$ cat config.mk
export PLATFORM = sky130hd
export DESIGN_NAME = oaht_ctrl
export DESIGN_NICKNAME = d
export VERILOG_FILES = /design/src/oaht_pkg.sv /design/src/oaht_ctrl.sv
export SDC_FILE = /design/constraint.sdc
export NUM_CORES = 1
export LEC_CHECK = 0
export BUFFER_PORTS_ARGS = -buffer_cell sky130_fd_sc_hd__buf_4
export CORE_UTILIZATION = 35
export DETAILED_ROUTE_END_ITERATION = 8
export PLACE_DENSITY = 0.67
export SYNTH_ARGS = -nofsm -noshare
export SYNTH_HDL_FRONTEND = slang
export SYNTH_SLANG_ARGS = --single-unit
$ cat constraint.sdc
create_clock -name clk -period 3.7 [get_ports clk]
set_input_delay 0.74 -clock clk [delete_from_list [all_inputs] [get_ports clk]]
set_output_delay 0.74 -clock clk [all_outputs]
set_load 0.02 [all_outputs]
$ cat src/oaht_pkg.sv
`timescale 1ns / 1ps
// Shared types, codes and constants of the open-addressing hash table.
package oaht_pkg;

    localparam int CMD_W      = 2;
    localparam int STATUS_W   = 3;
    localparam int HASH_W     = 64;
    localparam int MUL_W      = 32;
    localparam int LIMIT_W    = 10;
    localparam int CFG_IDX_W  = 1;
    localparam int CFG_DATA_W = 64;

    localparam logic [HASH_W-1:0]  HASH_MULT_RESET  = 64'h9E37_79B9_7F4A_7C15;
    localparam logic [LIMIT_W-1:0] LOAD_LIMIT_RESET = 10'd512;

    typedef enum logic [CMD_W-1:0] {
        CMD_LOOKUP = 2'd0,
        CMD_ADD    = 2'd1,
        CMD_CLEAR  = 2'd2
    } cmd_t;

    typedef enum logic [CFG_IDX_W-1:0] {
        CFG_HASH_MULT  = 1'b0,
        CFG_LOAD_LIMIT = 1'b1
    } cfg_index_t;

    typedef logic [STATUS_W-1:0] status_t;

    localparam status_t ST_FOUND     = 3'd0;
    localparam status_t ST_INSERTED  = 3'd1;
    localparam status_t ST_NOT_FOUND = 3'd2;
    localparam status_t ST_FULL      = 3'd3;
    localparam status_t ST_CLEARED   = 3'd4;

    // Commands from the controller to the datapath.
    typedef struct packed {
        logic    accept;      // latch key and value, first partial product
        logic    hash_mid;    // second partial product
        logic    hash_late;   // third partial product
        logic    hash_last;   // form the home slot and restart the probe
        logic    probe_next;  // move on to the next slot of the probe sequence
        logic    ins_write;   // write the new entry and bump the count
        logic    clr_start;   // rewind the sweep and zero the count
        logic    clr_write;   // empty one slot and step the sweep
        logic    res_load;    // load the output register
        status_t res_status;
        logic    res_hit;     // result value comes from the stored entry
        logic    res_ins;     // result value comes from the input word
    } dp_cmd_t;

    // Status from the datapath to the controller.
    typedef struct packed {
        logic slot_valid;
        logic key_match;
        logic last_probe;
        logic at_limit;
        logic clr_last;
    } dp_stat_t;

endpackage

$ cat src/oaht_ctrl.sv
`timescale 1ns / 1ps
// Controller state machine of the hash table: sequences hashing, probing and clearing.
module oaht_ctrl (
    input  logic               clk,
    input  logic               rst_n,
    input  logic               s_valid,
    output logic               s_ready,
    input  oaht_pkg::cmd_t     in_cmd,
    output logic               m_valid,
    input  logic               m_ready,
    output oaht_pkg::dp_cmd_t  dp_cmd,
    input  oaht_pkg::dp_stat_t dp_stat
);

    import oaht_pkg::*;

    typedef enum logic [2:0] {
        S_INIT,
        S_IDLE,
        S_HASH1,
        S_HASH2,
        S_HASH3,
        S_PROBE,
        S_CLEAR,
        S_FIXED
    } state_t;

    state_t  state_reg, state_next;
    cmd_t    cmd_reg, cmd_next;
    logic    out_valid_reg;
    logic    out_free;
    dp_cmd_t dpc;

    assign out_free = !out_valid_reg || m_ready;
    assign s_ready  = (state_reg == S_IDLE);
    assign m_valid  = out_valid_reg;
    assign dp_cmd   = dpc;

    always_comb
    begin
        state_next     = state_reg;
        cmd_next       = cmd_reg;
        dpc            = '0;
        dpc.res_status = ST_NOT_FOUND;
        case (state_reg)
            S_INIT:
            begin
                dpc.clr_write = 1'b1;
                if (dp_stat.clr_last)
                begin
                    state_next = S_IDLE;
                end
            end
            S_IDLE:
            begin
                if (s_valid)
                begin
                    dpc.accept = 1'b1;
                    cmd_next   = in_cmd;
                    case (in_cmd)
                        CMD_LOOKUP, CMD_ADD:
                        begin
                            state_next = S_HASH1;
                        end
                        CMD_CLEAR:
                        begin
                            dpc.clr_start = 1'b1;
                            state_next    = S_CLEAR;
                        end
                        default:
                        begin
                            state_next = S_FIXED;
                        end
                    endcase
                end
            end
            S_HASH1:
            begin
                dpc.hash_mid = 1'b1;
                state_next   = S_HASH2;
            end
            S_HASH2:
            begin
                dpc.hash_late = 1'b1;
                state_next    = S_HASH3;
            end
            S_HASH3:
            begin
                dpc.hash_last = 1'b1;
                state_next    = S_PROBE;
            end
            S_PROBE:
            begin
                if (dp_stat.slot_valid && !dp_stat.key_match && !dp_stat.last_probe)
                begin
                    dpc.probe_next = 1'b1;
                end
                else if (out_free)
                begin
                    // The outcome is only acted on once the output register can take it,
                    // so an insert never runs ahead of its result word.
                    dpc.res_load = 1'b1;
                    state_next   = S_IDLE;
                    if (!dp_stat.slot_valid)
                    begin
                        if (cmd_reg == CMD_ADD)
                        begin
                            if (dp_stat.at_limit)
                            begin
                                dpc.res_status = ST_FULL;
                            end
                            else
                            begin
                                dpc.ins_write  = 1'b1;
                                dpc.res_ins    = 1'b1;
                                dpc.res_status = ST_INSERTED;
                            end
                        end
                    end
                    else if (dp_stat.key_match)
                    begin
                        dpc.res_hit    = 1'b1;
                        dpc.res_status = ST_FOUND;
                    end
                    else if (cmd_reg == CMD_ADD)
                    begin
                        dpc.res_status = ST_FULL;
                    end
                end
            end
            S_CLEAR:
            begin
                dpc.clr_write = 1'b1;
                if (dp_stat.clr_last)
                begin
                    state_next = S_FIXED;
                end
            end
            S_FIXED:
            begin
                if (out_free)
                begin
                    dpc.res_load   = 1'b1;
                    dpc.res_status = (cmd_reg == CMD_CLEAR) ? ST_CLEARED : ST_NOT_FOUND;
                    state_next     = S_IDLE;
                end
            end
            default:
            begin
                state_next = S_IDLE;
            end
        endcase
    end

    always_ff @(posedge clk or negedge rst_n)
    begin
        if (!rst_n)
        begin
            state_reg     <= S_INIT;
            cmd_reg       <= CMD_LOOKUP;
            out_valid_reg <= 1'b0;
        end
        else
        begin
            state_reg <= state_next;
            cmd_reg   <= cmd_next;
            if (dpc.res_load)
            begin
                out_valid_reg <= 1'b1;
            end
            else if (m_ready)
            begin
                out_valid_reg <= 1'b0;
            end
        end
    end

endmodule

==> flow_summary.toml <==
[synthesis]
synth_seq_cells = 6
avgSynthCellArea_sq_um = 8.903
ys_warn_count = 0
ys_seq_area_share_pct = 32.43
synth_nets = 63
synthCells = 52
synth_area_sq_um = 462.9
synth.distinct_cells = 28

[sta]
post-route-period-util_pct = 67.30
slew_headroom_pct = 66.65
fin_skew_ns = 0.001701
whs_ns = 0.3013
rsz0062_at_grt = "no"
hold_violations = 0
fin_ws_ns = 1.210
finalMaxSlewViolations = 0
tightestPinTransition_ns = 0.5003
setup_violations = 0
fin_crit_ns = 2.490
final.setup.tns_ns = 0
fmax_mhz = 401.6

[setup_path]
path_max_fanout = 5
crit_type = "in -> out"
critPathLaunchType = "primary input"
regToRegSetupSlack_ns = 2.19
critPathArrivalTime_ns = 1.75
required_ns = 2.96
critPathCaptureType = "output pin"

[routing]
drt_iter0_drc = 3
drc = 0
drt-vias-per-instance = 4.856
wl_per_cell_microns = 11.23
ant_nets = 0
wl_microns = 1011
dr_total_vias = 437
first_pass_iters = 4

[outcome]
status = "complete, no violations"

[grt]
use_met3_pct = 3.488
overflow = 0
grt_max_degree = 17
grt_pass1_vias = 388
grt.busiest_layer = "met2"
grt.total_usage_pct = 16.79
antenna_found_initial = 0
grt_util_met1_pct = 23.74
gr-usage-met2_pct = 24.15
grt_pass1_wl_microns = 1690

[clock_network]
cts-buffers-inserted = 3
cts_hold_buf = 0
cts_sinks = 6
htreeDepth = 1
clockBufferDepth = 2
cts_tree = "yes"
cts.clk_slew.worst_paths_ns = 0.04
clock_latency_ns = 0.23
cts_resized = 0
cts_root_buf = "clkbuf_4"
cts_setup_buffers = 0

[layout]
seq_area_sq_um = 150.1
syn2layout_area_growth_pct = 41.62
layout_common_cells = "buf_4 (26), dfrtp_1 (6), nand2b_1 (5)"
final_cells = 90
diodes = 0
nets = 89
nFillCells = 122
drive_above_1_share_pct = 42.11
multi_input_area_sq_um = 262.8
design_area_sq_um = 655.6
final_common_cell = "buf_4"
utilization_pct = 55.98
largest_reg_flops = 3

[floorplan]
ios = 27
die_h_microns = 38.37
dieArea_sq_um = 1472
rows = 12
start_util_pct = 39.53
die_x_microns = 38.37
coreArea_sq_um = 1171

[power_and_ir_drop]
totalPowerFinal_mw = 0.4782
power_density_nw_per_um2 = 729.4
peakVddDrop_mv = 0.3558
p_leak_nw = 0.3330

[min_path]
hold_class = "in -> async"

[placement]
preCtsSetupSlack_ns = 1.215
io_buffers = 26
place_area_sq_um = 633.1
dpl.hpwl_microns = 806.2
routabilityCongestion = 0.6842
placed_cells = 87

[run]
maxCapViolations = 0
-- logic make-up (layout without fill, tap and decap cells) --
family / count (synthesis) / after routing / share of synthesized area, %
buf+inv: 7 / 31 / 10.81
mux: 2 / 2 / 6.487
compound gates: 11 / 11 / 16.22
flops: 6 / 6 / 32.43
simple gates: 25 / 25 / 32.17
xor+xnor: 1 / 1 / 1.892
-- cell usage after synthesis --
master | count | area [sq um]
nor3b_1 | 1 | 7.510
inv_1 | 2 | 7.510
mux2_4 | 2 | 30.03
o21ai_0 | 2 | 10.01
or3_1 | 1 | 6.260
o31ai_1 | 1 | 7.510
xor2_1 | 1 | 8.760
nor2b_1 | 1 | 6.260
a21oi_1 | 2 | 10.01
buf_2 | 1 | 5.000
nor4b_1 | 1 | 8.760
nor3_1 | 4 | 20.02
and3_1 | 1 | 6.260
nor2_1 | 3 | 11.26
a21o_1 | 3 | 22.52
buf_6 | 2 | 22.52
and2_1 | 1 | 6.260
nand3_1 | 1 | 5.000
or4_1 | 1 | 7.510
dfrtp_1 | 6 | 150.1
nand2b_1 | 5 | 31.28
nor3b_2 | 1 | 12.51
a2111oi_0 | 1 | 8.760
a31oi_1 | 1 | 6.260
buf_4 | 2 | 15.01
a221o_1 | 1 | 10.01
and3b_1 | 1 | 8.760
nand2_1 | 3 | 11.26
-- routing by layer --
layer	vias up	routed length, microns
met5	-	0
met4	0	4
met3	2	68
met2	18	453
met1	180	485
li1	237	-
-- worst max-delay path, cell delays in order --
cell       delay (ns)
buf_4            0.07
nand2b_1         0.13
nand3_1          0.17
a2111oi_0        0.42
buf_4            0.21
-- area by class of cell --
| class | instances | share of cell area (%) |
|---|---|---|
| clock buffers | 3 | 3.435 |
| multi-input cells | 39 | 40.08 |
| flip-flops and latches | 6 | 22.90 |
| well taps | 14 | 2.672 |
| inverters | 2 | 1.145 |
| repair buffers | 26 | 29.77 |
-- final timing paths --
path / startpoint / endpoint / cells past startpoint
setup reg to reg: state_reg[1]$_DFFE_PN0P_ / cmd_reg[0]$_DFFE_PN0P_ / 3
hold reg to reg: cmd_reg[1]$_DFFE_PN0P_ / cmd_reg[1]$_DFFE_PN0P_ / 1
hold / removal: rst_n / state_reg[1]$_DFFE_PN0P_ / 1
setup / recovery: m_ready / dp_cmd[2] / 5
min in group clk: cmd_reg[1]$_DFFE_PN0P_ / cmd_reg[1]$_DFFE_PN0P_ / 1
max in group asynchronous: rst_n / cmd_reg[0]$_DFFE_PN0P_ / 1
-- report_power, final --
part           switching [mW]  internal (mW)
clock network          0.0193         0.0364
logic                   0.140          0.131
registers              0.0536         0.0970
Note: power is estimated with default switching activity, not from simulation.
